===== config.mk =====
export PLATFORM = sky130hd
export DESIGN_NAME = grapheme_cluster_width_tracker
export DESIGN_NICKNAME = d
export VERILOG_FILES = /design/src/rtl/core/gcw_pkg.sv /design/src/rtl/core/grapheme_cluster_width_tracker.sv /design/src/rtl/core/gcw_step.sv
export VERILOG_INCLUDE_DIRS = /design/src /design/src/rtl/core
export SDC_FILE = /design/constraint.sdc
export NUM_CORES = 1
export LEC_CHECK = 0
export BUFFER_PORTS_ARGS = -buffer_cell sky130_fd_sc_hd__buf_2
export CAP_MARGIN = 20
export CORE_ASPECT_RATIO = 1.1
export CORE_MARGIN = 5
export CORE_UTILIZATION = 58
export DETAILED_ROUTE_END_ITERATION = 8
export GPL_ROUTABILITY_DRIVEN = 0
export PLACE_DENSITY = 0.77
export REMOVE_ABC_BUFFERS = 1
export SLEW_MARGIN = 15
export SYNTH_ARGS = -nofsm -noshare
export SYNTH_HDL_FRONTEND = slang
export SYNTH_HIERARCHICAL = 1
export SYNTH_SLANG_ARGS = --single-unit
export TNS_END_PERCENT = 1

===== constraint.sdc =====
create_clock -name i_clk -period 7 [get_ports i_clk]
set_input_delay 1.75 -clock i_clk [delete_from_list [all_inputs] [get_ports i_clk]]
set_output_delay 1.75 -clock i_clk [all_outputs]
set_load 0.01 [all_outputs]

===== src/rtl/core/grapheme_cluster_width_tracker_assert.svh =====
// assertion macros for the grapheme cluster width tracker
`ifndef GRAPHEME_CLUSTER_WIDTH_TRACKER_ASSERT_SVH
`define GRAPHEME_CLUSTER_WIDTH_TRACKER_ASSERT_SVH

// condition must hold in the same cycle
`define GCW_ASSERT_NOW(label, clk, rst_n, ante, cons, msg) \
    label: assert property (@(posedge clk) disable iff (!(rst_n)) (ante) |-> (cons)) \
        else $error(msg);

// condition must hold in the next cycle
`define GCW_ASSERT_NEXT(label, clk, rst_n, ante, cons, msg) \
    label: assert property (@(posedge clk) disable iff (!(rst_n)) (ante) |=> (cons)) \
        else $error(msg);

`endif


===== src/rtl/core/gcw_pkg.sv =====
// shared types and constants for the grapheme cluster width tracker
`timescale 1ns / 1ps

package gcw_pkg;

    localparam int TOTAL_BITS_DEF = 8;
    localparam int TOTAL_BITS_MAX = 16;
    localparam int WIDE_BITS      = TOTAL_BITS_MAX + 2;
    localparam int CP_BITS        = 21;
    localparam int WIDTH_BITS     = 7;

    localparam logic [CP_BITS-1:0] CP_ZWJ     = 21'h0200D;
    localparam logic [CP_BITS-1:0] CP_VS16    = 21'h0FE0F;
    localparam logic [CP_BITS-1:0] CP_VS15    = 21'h0FE0E;
    localparam logic [CP_BITS-1:0] CP_TONE_LO = 21'h1F3FB;
    localparam logic [CP_BITS-1:0] CP_TONE_HI = 21'h1F3FF;

    localparam logic [WIDTH_BITS-1:0] WIDTH_CAP = 7'd127;

    // bit positions in base_props
    localparam int PROP_PICT  = 0;
    localparam int PROP_RI    = 1;
    localparam int PROP_VBASE = 2;
    localparam int PROP_ONE   = 3;

    typedef struct packed {
        logic [CP_BITS-1:0] code_point;
        logic [1:0]         cell_width;
        logic               is_regional_indicator;
        logic               is_pictographic;
        logic               is_variation_base;
        logic               is_virama_mark;
        logic               is_spacing_mark;
        logic               starts_cluster;
    } t_item;

    typedef struct packed {
        logic [1:0] open_width;
        logic       indicator_run_odd;
        logic       skip_following;
        logic       after_virama;
        logic       base_open;
        logic [1:0] base_recorded_width;
        logic [3:0] base_props;
    } t_ctl;

endpackage


===== src/rtl/core/grapheme_cluster_width_tracker.sv =====
// Grapheme cluster width tracker: takes one codepoint with its Unicode properties per
// transaction and returns the terminal column width of the cluster so far, clamped to
// 0..127. One transaction is accepted every clock cycle; the result appears in the
// output register in the cycle after acceptance. The whole update is a single
// combinational pass from the input port through the tracking state into the output
// register, and the output register is refilled in the same cycle that it drains, so
// the input stalls only while a result waits unread or reset is held. The running
// total saturates at the signed TOTAL_BITS range.
`timescale 1ns / 1ps

module grapheme_cluster_width_tracker #(
    parameter int TOTAL_BITS = gcw_pkg::TOTAL_BITS_DEF
) (
    input  logic        i_clk,
    input  logic        i_rst_n,
    input  logic        i_s_tvalid,
    output logic        o_s_tready,
    input  logic [23:0] i_s_tdata,   // code_point, zero pad
    // cell_width, is_regional_indicator, is_pictographic, is_variation_base,
    // is_virama_mark, is_spacing_mark, starts_cluster
    input  logic [7:0]  i_s_tuser,
    output logic        o_m_tvalid,
    input  logic        i_m_tready,
    output logic [7:0]  o_m_tdata    // cluster_width, zero pad
);
    import gcw_pkg::*;

    t_item                          item;
    t_ctl                           r_ctl;
    t_ctl                           n_ctl;
    logic signed [TOTAL_BITS-1:0]   r_total;
    logic signed [TOTAL_BITS-1:0]   n_total;
    logic [WIDTH_BITS-1:0]          n_width;
    logic [WIDTH_BITS-1:0]          r_width;
    logic                           r_out_valid;
    logic                           s_accept;

    assign o_s_tready = i_rst_n & (~r_out_valid | i_m_tready);
    assign s_accept   = i_s_tvalid & o_s_tready;

    always_comb begin
        item.code_point            = i_s_tdata[CP_BITS-1:0];
        item.cell_width            = i_s_tuser[1:0];
        item.is_regional_indicator = i_s_tuser[2];
        item.is_pictographic       = i_s_tuser[3];
        item.is_variation_base     = i_s_tuser[4];
        item.is_virama_mark        = i_s_tuser[5];
        item.is_spacing_mark       = i_s_tuser[6];
        item.starts_cluster        = i_s_tuser[7];
    end

    gcw_step #(
        .TOTAL_BITS (TOTAL_BITS)
    ) u_step (
        .i_item  (item),
        .i_ctl   (r_ctl),
        .i_total (r_total),
        .o_ctl   (n_ctl),
        .o_total (n_total),
        .o_width (n_width)
    );

    always_ff @(posedge i_clk) begin
        if (!i_rst_n) begin
            r_ctl       <= '0;
            r_total     <= '0;
            r_out_valid <= 1'b0;
        end else begin
            if (s_accept) begin
                r_ctl       <= n_ctl;
                r_total     <= n_total;
                r_out_valid <= 1'b1;
            end else if (i_m_tready) begin
                r_out_valid <= 1'b0;
            end
        end
    end

    always_ff @(posedge i_clk) begin
        if (s_accept) begin
            r_width <= n_width;
        end
    end

    assign o_m_tvalid = r_out_valid;
    assign o_m_tdata  = {1'b0, r_width};

`include "grapheme_cluster_width_tracker_assert.svh"

    `GCW_ASSERT_NEXT(a_accept_fills_out, i_clk, i_rst_n, s_accept, r_out_valid, "accepted transaction produced no result")
    `GCW_ASSERT_NOW(a_open_width_range, i_clk, i_rst_n, 1'b1, r_ctl.open_width != 2'd3, "open width out of range")
    `GCW_ASSERT_NOW(a_base_width_range, i_clk, i_rst_n, 1'b1, r_ctl.base_recorded_width != 2'd3, "recorded base width out of range")
    `GCW_ASSERT_NEXT(a_lone_zwj_zero, i_clk, i_rst_n, s_accept && item.starts_cluster && item.code_point == CP_ZWJ, r_width == '0 && r_ctl.skip_following, "lone zwj cluster not zero width")

endmodule


===== src/rtl/core/gcw_step.sv =====
// per-codepoint width update: next tracking state and cluster width
`timescale 1ns / 1ps

module gcw_step #(
    parameter int TOTAL_BITS = gcw_pkg::TOTAL_BITS_DEF
) (
    input  gcw_pkg::t_item                          i_item,
    input  gcw_pkg::t_ctl                           i_ctl,
    input  logic signed [TOTAL_BITS-1:0]            i_total,
    output gcw_pkg::t_ctl                           o_ctl,
    output logic signed [TOTAL_BITS-1:0]            o_total,
    output logic [gcw_pkg::WIDTH_BITS-1:0]          o_width
);
    import gcw_pkg::*;

    localparam logic signed [TOTAL_BITS-1:0] T_MAX = {1'b0, {(TOTAL_BITS-1){1'b1}}};
    localparam logic signed [TOTAL_BITS-1:0] T_MIN = {1'b1, {(TOTAL_BITS-1){1'b0}}};
    localparam logic signed [TOTAL_BITS-1:0] T_ONE = {{(TOTAL_BITS-1){1'b0}}, 1'b1};

    t_ctl                          cur;
    logic signed [TOTAL_BITS-1:0]  cur_total;
    logic [1:0]                    w;
    logic [3:0]                    props;
    logic                          is_tone;
    logic signed [TOTAL_BITS:0]    add_sum;
    logic signed [TOTAL_BITS-1:0]  add_sat;
    logic signed [TOTAL_BITS-1:0]  dec_sat;
    logic signed [TOTAL_BITS:0]    out_sum;
    logic signed [WIDE_BITS-1:0]   out_wide;

    always_comb begin
        w = (i_item.cell_width == 2'd3) ? 2'd2 : i_item.cell_width;
        props = '0;
        props[PROP_PICT]  = i_item.is_pictographic;
        props[PROP_RI]    = i_item.is_regional_indicator;
        props[PROP_VBASE] = i_item.is_variation_base;
        props[PROP_ONE]   = (w == 2'd1);
        is_tone = i_item.code_point inside {[CP_TONE_LO:CP_TONE_HI]};

        // new cluster clears everything first
        cur       = i_item.starts_cluster ? '0 : i_ctl;
        cur_total = i_item.starts_cluster ? '0 : i_total;

        add_sum = {cur_total[TOTAL_BITS-1], cur_total}
                + $signed({{(TOTAL_BITS-1){1'b0}}, cur.open_width});
        if (add_sum[TOTAL_BITS] != add_sum[TOTAL_BITS-1]) begin
            add_sat = add_sum[TOTAL_BITS] ? T_MIN : T_MAX;
        end else begin
            add_sat = add_sum[TOTAL_BITS-1:0];
        end
        dec_sat = (cur_total == T_MIN) ? T_MIN : cur_total - T_ONE;

        o_ctl   = cur;
        o_total = cur_total;
        o_ctl.indicator_run_odd = i_item.is_regional_indicator & ~cur.indicator_run_odd;

        if (cur.skip_following) begin
            o_ctl.skip_following = 1'b0;
        end else if (i_item.code_point == CP_ZWJ) begin
            if (!cur.after_virama) begin
                o_ctl.skip_following      = 1'b1;
                o_ctl.base_recorded_width = 2'd0;
            end
        end else if (i_item.code_point == CP_VS16 && cur.base_open) begin
            if (cur.base_props[PROP_VBASE] && cur.base_props[PROP_ONE]) begin
                o_ctl.open_width = 2'd2;
            end
            o_ctl.base_open = 1'b0;
        end else if (i_item.code_point == CP_VS15 && cur.base_open) begin
            if (cur.base_props[PROP_VBASE] && cur.base_recorded_width == 2'd2) begin
                o_total = dec_sat;
            end
        end else if (i_item.is_regional_indicator && cur.indicator_run_odd) begin
            o_ctl.base_props = props;
        end else if (is_tone && (cur.base_props[PROP_PICT] || cur.base_props[PROP_RI])) begin
            // tone modifier absorbed by its base
        end else if (w != 2'd0) begin
            if (cur.after_virama) begin
                o_ctl.open_width = 2'd2;
            end else if (cur.open_width != 2'd0) begin
                o_total          = add_sat;
                o_ctl.open_width = w;
            end else begin
                o_ctl.open_width = w;
            end
            o_ctl.base_props          = props;
            o_ctl.base_recorded_width = w;
            o_ctl.base_open           = 1'b1;
            o_ctl.after_virama        = 1'b0;
        end else if (i_item.is_virama_mark) begin
            o_ctl.after_virama = 1'b1;
        end else if (i_item.is_spacing_mark && cur.base_open) begin
            o_ctl.open_width   = 2'd2;
            o_ctl.base_open    = 1'b0;
            o_ctl.after_virama = 1'b0;
        end else begin
            o_ctl.after_virama = 1'b0;
        end

        out_sum  = {o_total[TOTAL_BITS-1], o_total}
                 + $signed({{(TOTAL_BITS-1){1'b0}}, o_ctl.open_width});
        out_wide = {{(WIDE_BITS-TOTAL_BITS-1){out_sum[TOTAL_BITS]}}, out_sum};
        if (out_wide[WIDE_BITS-1]) begin
            o_width = '0;
        end else if (out_wide > $signed({{(WIDE_BITS-WIDTH_BITS){1'b0}}, WIDTH_CAP})) begin
            o_width = WIDTH_CAP;
        end else begin
            o_width = out_wide[WIDTH_BITS-1:0];
        end
    end

endmodule

==> out/metrics.cfg, run 1 <==
[route]
detail-route-antenna-nets=0
drcViolationCount=0
post_drt_wl_per_cell_um=17.1
vias_per_cell=6.49
drt_wl_total_um=8340
drt_iter0_drc=289
via_count=3169
drt_first_pass_iters=6

[sta]
rsz0062_at_grt=false
drv_slew=0
setup_violations=0
hold_violations=0
tns_ns=0
period_needed_ns=5.80
hold-worst-slack_ns=0.477
timing.fmax_mhz=173
timing.slew.headroom=0.410
period_share=0.828
worst_pin_slew_ns=0.878
fin_skew_ns=0.00580

[worst_hold_path]
min_to=r_ctl[3]
hold_depth=2
hold_start=r_ctl[3]
min_path_type=reg2reg

[yosys]
ys_seq_area_frac=0.212
synthFlopType=dfxtp_1
synthArstFlopShare=0
avgSynthCellArea_um2=7.36
syn_inst=404
synthTopCellsByCount=nand2_1 (78), nor2_1 (33), a21oi_1 (26)
post_synth_instance_area_um2=2970
yosys_warnings=6
ys_types=80
synth_top_area_frac=0.141
yosys-top-cells-area=dfxtp_1 (14%), nand2_1 (9.8%), mux2i_1 (7.4%)
synth-edff-count=7
synth_seq_cells=28
synth_top_area_cell=dfxtp_1
yosysMostFrequentCell=nand2_1

[pwr]
ir_drop_uv=126
total_leakage_power_uw=0.00125
p_per_area_nw_per_um2=118

[floorplanning]
row_count=27
dieArea_um2=6660
die_h_um=85.1
ios=46
coreArea_um2=5000
start_util=0.595
die_w_um=78.3

[finish]
n_antenna_cell=0
finalNetCount=473
regArea_um2=631
drive_gt1_frac=0.153
area_delta_synth_final_pct=8.37
nFillCells=459
multiInputGateArea_um2=2180

[job]
maxCapViolCount=0

[clock_network]
clk_path_buf_depth=2
cts_buffers=3
clock_latency_ns=0.28
clk_pin_slew_ns=0.10
cts-root-buf=clkbuf_8
h-tree-depth=1
post-cts-setup-buffers=0
cts_tree=done
cts.sinks=28
ctsResizeCount=0
cts_hold_buffers=0

[critical_path]
crit_family=adder cells
cp_max_fo=32
r2r-start=r_total[0]
slowest_delay_ns=0.48
path_cells=buf_2 > nor2_1 > ha_1 > maj3_1 > and2_1 > o21ai_1 > nor2_1 > nor2_1 > nor2_1 > nand3_1 > o2111ai_1 > nand2_1 > ha_1 > inv_1 > fa_1 > inv_1 > nand2_1 > mux2i_1 > and2_1 > a31oi_1 > a311oi_1
rrSetupSlack_ns=2.74
crit_buf_inv=3
reg2reg_to=r_width[5]
reg2regPathDepth=22
worstPathRequired_ns=7.10
endpoint_kind=flip-flop
worst-setup-path-type=in2reg
path_depth=21
crit_path_top_delay_cell=maj3_1
start_kind=input port
worstPathArrival_ns=5.90
cpMostUsedCell=nor2_1

[global_routing]
overflow=0
grt_pass1_vias=2919
grtUsageTotal=0.249
grt_antenna_before_repair=0
grt_max_degree=44
grt_first_pass_wirelength_um=13800

[placed_design]
hpwl_um=6360
port_buffers=41

[outcome]
status=complete, no violations

## power by group
part	internal, µW	switching (µW)	total [µW]
clock network	76.6	53.1	130
logic	29.8	42.9	72.7
registers	172	6.75	179
## routing by layer
layer,up-vias,GRT usage,routed length (µm)
met1,1456,0.311,3460
met5,-,0,0
met2,137,0.443,4110
li1,1554,-,-
met3,22,0.0350,549
met4,0,0.0763,220
## sequential cells by signal, summed over array words and instances, names as in the netlist
register	count
r_total	8
r_width	7
o_m_tvalid	1
r_ctl	12
## stage by stage
step	std cells	setup WS, ns	instance area [µm²]	total power, µW	util
final	488	1.20	3220	381	0.645
after global routing	488	0.833	3220	399	0.645
after CTS	488	1.30	3220	383	0.645
after detailed placement	484	1.02	3150	255	0.630
after global placement	484	1.09	3150	252	0.630
after floorplan	384	2.12	2870	224	-
## logic make-up after synthesis
group	after synthesis	share of synthesized area
buffers and inverters	35	0.0551
AO/OA/AOI/OAI	101	0.243
XOR/XNOR	4	0.0118
other	1	0.00126
flip-flops	28	0.212
multiplexers	23	0.0778
AND/OR/NAND/NOR	205	0.368
adder cells (fa/ha/maj)	7	0.0311
## worst reg2reg max path, cell delays in order, from the launching register on
cell and delay [ns]:
dfxtp_1 0.49, inv_1 0.09, nor2_1 0.29, ha_1 0.28, ha_1 0.26, a21o_1 0.12, nand4_1 0.09, o21ai_1 0.25
nor2_1 0.07, nor2_1 0.09, nor2_1 0.06, nand3_1 0.13, o2111ai_1 0.11, nand2_1 0.14, ha_1 0.21, inv_1 0.07
fa_1 0.48, inv_1 0.11, nand2_1 0.07, mux2i_1 0.13, and2_1 0.19, a31oi_1 0.07, a311oi_1 0.30
## final cells by class
| type | instances | area share |
|---|---|---|
| Clock inverter | 1 | 0.00932 |
| Tap cell | 58 | 0.0225 |
| Clock buffer | 3 | 0.0128 |
| Sequential cell | 28 | 0.196 |
| Timing Repair Buffer | 42 | 0.0660 |
| Multi-Input combinational cell | 341 | 0.676 |
| Inverter | 15 | 0.0175 |
## placed cells by master, fill, tap and decap left out, drive strengths merged, types with 4 or more instances in the layout
master,n
nor4,10
ha,5
nand2b,6
o32ai,4
inv,15
o21ai,20
nand2,78
buf,42
nand4,9
a31oi,4
xnor2,4
o22ai,4
nand3b,4
mux2i,22
nor3,11
nor2b,11
dfxtp,21
nor2,33
edfxtp,7
and3,8
a21o,6
nand3,8
a21oi,27
and2,6
## how the worst max path moves through the flow
stage,startpoint,endpoint,slack (ns)
CTS,i_s_tuser[7],r_width[5],1.30
finish,i_s_tuser[7],r_width[5],1.20
global route,i_s_tuser[7],r_width[5],0.83
global placement,i_s_tuser[7],r_width[5],1.09
detailed placement,i_s_tuser[7],r_width[5],1.02
floorplan,i_s_tdata[5],r_width[5],2.12
(Power assumes the default switching activity.)
==> inputs of run 2 (changes only) <==
==> constraint.sdc (replaced) <==
create_clock -name i_clk -period 5.4 [get_ports i_clk]
set_input_delay 1.35 -clock i_clk [delete_from_list [all_inputs] [get_ports i_clk]]
set_output_delay 1.35 -clock i_clk [all_outputs]
set_load 0.01 [all_outputs]
==> run 2 against run 1 <==
Effect of this change:
- hold slack got worse by 0.0088 ns
- combinational power increased by 36%
- cell count increased by 3.1%
- power increased by 16%
- via count increased by 3.8%
- die area unchanged
- sequential cell count unchanged
- clock skew about the same
- design area increased by 2.7%
- utilization increased by 1.7 points
- first-iteration DRC count increased by 27%
==> out/metrics.cfg, run 2 (synthesis gave the netlist of run 1 again) <==
[finish]
top_regs=r_ctl: 12 flops, r_total: 8 flops, r_width: 7 flops
nFillCells=449  ; -2.2%
area_delta_synth_final_pct=11.3
n_antenna_cell=0  ; unchanged
top_register=r_ctl
layoutNonFillerInstCount=503  ; +3.1%
drive_gt1_frac=0.180  ; +0.0263
final_cell_mix=nand2_1 (78), buf_2 (41), nor2_1 (33)
largest_reg_flops=12  ; unchanged
final_util=0.662  ; +0.0173
finalNetCount=488  ; +3.2%
final_common_cell=nand2_1

[sta]
fin_skew_ns=0.00531  ; -0.000493 ns
rsz0062_at_grt=false
timing.fmax_mhz=204
period_share=0.909
layout_setup_ws_ns=0.492  ; -0.712 ns
drv_slew=0  ; unchanged
timing.slew.headroom=0.550  ; +0.140
period_needed_ns=4.91
tns_ns=0  ; unchanged
setup_violations=0  ; unchanged
hold_violations=0  ; unchanged
worst_pin_slew_ns=0.675  ; -0.203 ns

[floorplanning]
ios=46  ; unchanged
coreArea_um2=5000  ; unchanged
start_util=0.595  ; unchanged
die_h_um=85.1  ; unchanged
dieArea_um2=6660  ; unchanged
die_w_um=78.3  ; unchanged
row_count=27  ; unchanged

[critical_path]
path_cells=buf_2 > nor2b_1 > ha_1 > ha_1 > a21o_1 > nand4_1 > o21ai_1 > nor2_1 > nor2_1 > nor2_1 > nor2_1 > o2111ai_1 > nand2_1 > ha_1 > inv_1 > fa_1 > inv_1 > nand2_1 > mux2i_1 > and2_1 > a31oi_1 > a311oi_1
worstPathRequired_ns=5.50  ; -1.60 ns
slowest_delay_ns=0.45  ; -0.03 ns
path_depth=22  ; +4.8%
crit_path_top_delay_cell=fa_1
cpMostUsedCell=nor2_1
reg2regPathDepth=22  ; unchanged
cp_max_fo=12  ; -63%
crit_family=adder cells
endpoint_kind=flip-flop
start_kind=input port
worst-setup-path-type=in2reg
worstPathArrival_ns=5.00  ; -0.90 ns
crit_buf_inv=3  ; unchanged

[clock_network]
cts_buffers=3  ; unchanged
cts_hold_buffers=0  ; unchanged
clk_path_buf_depth=2  ; unchanged
ctsResizeCount=0  ; unchanged
clk_pin_slew_ns=0.09  ; about the same
cts-root-buf=clkbuf_8
post-cts-setup-buffers=0  ; unchanged
cts.sinks=28  ; unchanged
clock_latency_ns=0.28  ; about the same
h-tree-depth=1  ; unchanged
cts_tree=done

[worst_hold_path]
hold_depth=2  ; unchanged
min_path_type=reg2reg

[job]
maxCapViolCount=0  ; unchanged

[route]
drt_wl_total_um=8580  ; +2.8%
detail-route-antenna-nets=0  ; unchanged
drcViolationCount=0  ; unchanged
vias_per_cell=6.54  ; +0.75%
via_count=3291  ; +3.8%
drt_iter0_drc=366  ; +27%
post_drt_wl_per_cell_um=17.0  ; -0.24%
drt_first_pass_iters=5  ; -1

[global_routing]
overflow=0  ; unchanged
grt_pass1_vias=3084  ; +5.7%
grt_antenna_before_repair=0  ; unchanged
grtUsageTotal=0.264  ; +0.0147
grt_max_degree=44  ; unchanged
grt_first_pass_wirelength_um=14500  ; +5.5%

[pwr]
total_leakage_power_uw=0.00131  ; +4.7%
p_per_area_nw_per_um2=134  ; +13%
ir_drop_uv=136  ; +7.5%

[placed_design]
hpwl_um=6660  ; +4.8%
port_buffers=41  ; unchanged
place_inst=499  ; +3.1%
dp_slack_ns=0.298  ; -0.717 ns

[outcome]
status=complete, no violations

==> run 2: cell count changes in the layout (fill, tap and decap cells not counted), sizes merged <==
cell | previous run | this run
clkinv | 0 | 1
buf | 42 | 57
bufinv | 1 | 0
==> run 2: routing by layer <==
layer,part of all wire,GRT usage
met1,0.40,0.326
met5,0,0
met2,0.49,0.465
met4,0.028,0.0890
met3,0.077,0.0425
==> run 2: area by class of cell <==
class / instances / area [µm²] / share of cell area
multi-input combinational: 341 / 2180 / 0.659
sequential: 28 / 631 / 0.191
timing repair buffer: 57 / 325 / 0.0983
tap: 58 / 72.6 / 0.0219
inverter: 15 / 56.3 / 0.0170
clock buffer: 3 / 41.3 / 0.0125
clock inverter: 1 / 3.75 / 0.00113
==> run 2: metrics by stage <==
step	hold WS [ns]	power (µW)	cell area (µm²)
floorplan	0.435	290	2870
global placement	0.445	331	3260
detailed placement	0.463	334	3260
CTS	0.477	449	3310
global route	0.505	471	3310
finish	0.468	444	3310
==> run 2: worst paths after layout <==
check                    start         end  slack (ns)
setup / recovery  i_s_tuser[7]  r_width[5]        0.49
hold / removal        r_ctl[3]    r_ctl[3]        0.47
setup reg to reg    r_total[0]  r_width[5]        1.31
hold reg to reg       r_ctl[3]    r_ctl[3]        0.47
==> run 2: report_power, final <==
part           internal, µW  leakage [µW]  switching (µW)
clock                  51.1     0.0000231            62.9
combinational          41.3       0.00105            57.3
sequential              223      0.000238            8.54
==> run 2: worst reg2reg max path, delay by kind of cell, from the launching register on <==
kind / cells / cell delay [ns]
buffers and inverters: 3 / 0.27
adder cells (fa/ha/maj): 4 / 1.17
flip-flops: 1 / 0.49
multiplexers: 1 / 0.16
AO/OA/AOI/OAI: 5 / 0.83
AND/OR/NAND/NOR: 9 / 0.99
==> inputs of run 3 (changes only) <==
--- a/config.mk
+++ b/config.mk
@@ -8,9 +8,11 @@
 export LEC_CHECK = 0
 export BUFFER_PORTS_ARGS = -buffer_cell sky130_fd_sc_hd__buf_2
 export CAP_MARGIN = 20
+export CELL_PAD_IN_SITES_DETAIL_PLACEMENT = 1
+export CELL_PAD_IN_SITES_GLOBAL_PLACEMENT = 2
 export CORE_ASPECT_RATIO = 1.1
 export CORE_MARGIN = 5
-export CORE_UTILIZATION = 58
+export CORE_UTILIZATION = 33
 export DETAILED_ROUTE_END_ITERATION = 8
 export GPL_ROUTABILITY_DRIVEN = 0
 export PLACE_DENSITY = 0.77
==> run 3 against run 2 <==
Effect of this change:
- power increased by 15%
- hold slack improved by 0.0040 ns
- wire length increased by 22%
- largest cell class unchanged
- combinational power about the same
- via count decreased by 2.4%
- cell count increased by 12%
- clock skew decreased by 0.0015 ns
- design area increased by 3.4%
- maximum frequency decreased by 2.5%
- worst setup slack got worse by 0.13 ns
- die area increased by 65%
- critical path type unchanged
==> out/metrics.cfg, run 3 (synthesis gave the netlist of run 1 again) <==
[sta]
timing.fmax_mhz=199  ; -2.5%
period_needed_ns=5.04  ; +0.128 ns
setup_violations=0  ; unchanged
drv_slew=0  ; unchanged
hold_violations=0  ; unchanged
fin_skew_ns=0.00377  ; -0.00154 ns
period_share=0.933  ; +0.0237
worst_pin_slew_ns=0.780  ; +0.105 ns
layout_setup_ws_ns=0.364  ; -0.128 ns
timing.slew.headroom=0.475  ; -0.0749
rsz0062_at_grt=false
tns_ns=0  ; unchanged

[clock_network]
clk_pin_slew_ns=0.11  ; +0.02 ns
ctsResizeCount=0  ; unchanged
post-cts-setup-buffers=0  ; unchanged
cts-root-buf=clkbuf_8
cts_tree=done
h-tree-depth=1  ; unchanged
clk_path_buf_depth=2  ; unchanged
cts.sinks=28  ; unchanged
clock_latency_ns=0.28  ; about the same
cts_hold_buffers=0  ; unchanged
cts_buffers=3  ; unchanged

[floorplanning]
coreArea_um2=8830  ; +77%
die_h_um=110  ; +29%
dieArea_um2=11000  ; +65%
die_w_um=101  ; +28%
start_util=0.337  ; -0.258
row_count=36  ; +33%
ios=46  ; unchanged

[global_routing]
grt_max_degree=44  ; unchanged
grt_antenna_before_repair=0  ; unchanged
overflow=0  ; unchanged
grt_pass1_vias=3325  ; +7.8%
grtUsageTotal=0.195  ; -0.0693
grt_first_pass_wirelength_um=17100  ; +18%

[finish]
final_util=0.387  ; -0.274
top_regs=r_ctl: 12 flops, r_total: 8 flops, r_width: 7 flops
final_cell_mix=nand2_1 (78), buf_2 (41), nor2_1 (33)
nFillCells=1172  ; +160%
finalNetCount=490  ; +0.41%
n_antenna_cell=0  ; unchanged
final_common_cell=nand2_1
area_delta_synth_final_pct=15.0
multiInputGateArea_um2=2180  ; unchanged
top_register=r_ctl
drive_gt1_frac=0.186  ; +0.00591
largest_reg_flops=12  ; unchanged
regArea_um2=631  ; unchanged

[worst_hold_path]
min_to=r_ctl[3]
hold_start=r_ctl[3]
hold_depth=2  ; unchanged
min_path_type=reg2reg

[outcome]
status=complete, no violations

[critical_path]
worst-setup-path-type=in2reg
reg2reg_to=r_width[5]
reg2regPathDepth=22  ; unchanged
path_cells=buf_2 > nor2b_1 > ha_1 > ha_1 > a21o_1 > nand4_1 > o21ai_1 > nor2_1 > nor2_1 > nor2_1 > nor2_1 > o2111ai_1 > nand2_1 > ha_1 > inv_1 > fa_1 > inv_1 > nand2_1 > mux2i_1 > and2_1 > a31oi_1 > a311oi_1
start_kind=input port
r2r-start=r_total[0]
crit_path_top_delay_cell=fa_1
rrSetupSlack_ns=1.10  ; -0.21 ns
worstPathArrival_ns=5.13  ; +0.13 ns
cp_max_fo=5  ; -7
worstPathRequired_ns=5.49  ; about the same
slowest_delay_ns=0.49  ; +0.04 ns
cpMostUsedCell=nor2_1
endpoint_kind=flip-flop

[route]
vias_per_cell=5.72  ; -13%
drcViolationCount=0  ; unchanged
drt_iter0_drc=157  ; -57%
drt_wl_total_um=10500  ; +22%
drt_first_pass_iters=4  ; -1
detail-route-antenna-nets=0  ; unchanged
post_drt_wl_per_cell_um=18.7  ; +9.7%
via_count=3211  ; -2.4%

[pwr]
p_per_area_nw_per_um2=149  ; +11%
total_leakage_power_uw=0.00134  ; +2.1%
p_total_uw=509  ; +15%
ir_drop_uv=98.8  ; -27%

[placed_design]
port_buffers=41  ; unchanged
dp_slack_ns=0.112  ; -0.186 ns
hpwl_um=8230  ; +24%

[job]
maxCapViolCount=0  ; unchanged

-- run 3: cell count changes in the layout (fill, tap and decap cells not counted), sizes merged --
cell	before	now
buf	57	59
bufinv	0	1
clkinv	1	0
-- run 3: cell type report --
type	instances	area share
Clock buffer	3	0.0121
Clock inverter	1	0.00878
Inverter	15	0.0165
Multi-Input combinational cell	341	0.637
Sequential cell	28	0.184
Tap cell	114	0.0417
Timing Repair Buffer	59	0.0995
-- run 3: worst max-delay path by stage --
stage	endpoint	startpoint	cells past startpoint
finish	r_width[5]	i_s_tuser[7]	22
global route	r_width[5]	i_s_tuser[7]	22
CTS	r_width[5]	i_s_tuser[7]	22
detailed placement	r_width[5]	i_s_tuser[7]	22
global placement	r_width[5]	i_s_tuser[7]	22
floorplan	r_width[5]	i_s_tdata[5]	17
-- run 3: worst max-delay path: cells and delay by family --
family | cells | cell delay (ns)
AOI/OAI and AO/OA | 5 | 0.92
and+or+nand+nor | 9 | 1.12
buffers and inverters | 3 | 0.34
adders and majority gates | 4 | 1.26
muxes | 1 | 0.13
-- run 3: per-stage QoR --
step,cell area [µm²],hold slack (ns),instances
after floorplan,2870,0.435,384
after global placement,3350,0.444,557
after detailed placement,3350,0.460,557
after CTS,3420,0.476,561
after global routing,3420,0.516,561
final,3420,0.473,561
-- run 3: routing by layer --
| layer | GRT usage | share of wire | vias to the layer above |
|---|---|---|---|
| met5 | 0 | 0 | - |
| li1 | - | - | 1575 |
| met2 | 0.362 | 0.51 | 63 |
| met3 | 0.0216 | 0.038 | 16 |
| met1 | 0.235 | 0.43 | 1557 |
| met4 | 0.0558 | 0.021 | 0 |
-- run 3: power by group --
part / total (µW) / switching [µW] / internal [µW]
logic: 102 / 59.8 / 42.0
clock network: 175 / 75.7 / 99.5
registers: 232 / 9.25 / 223
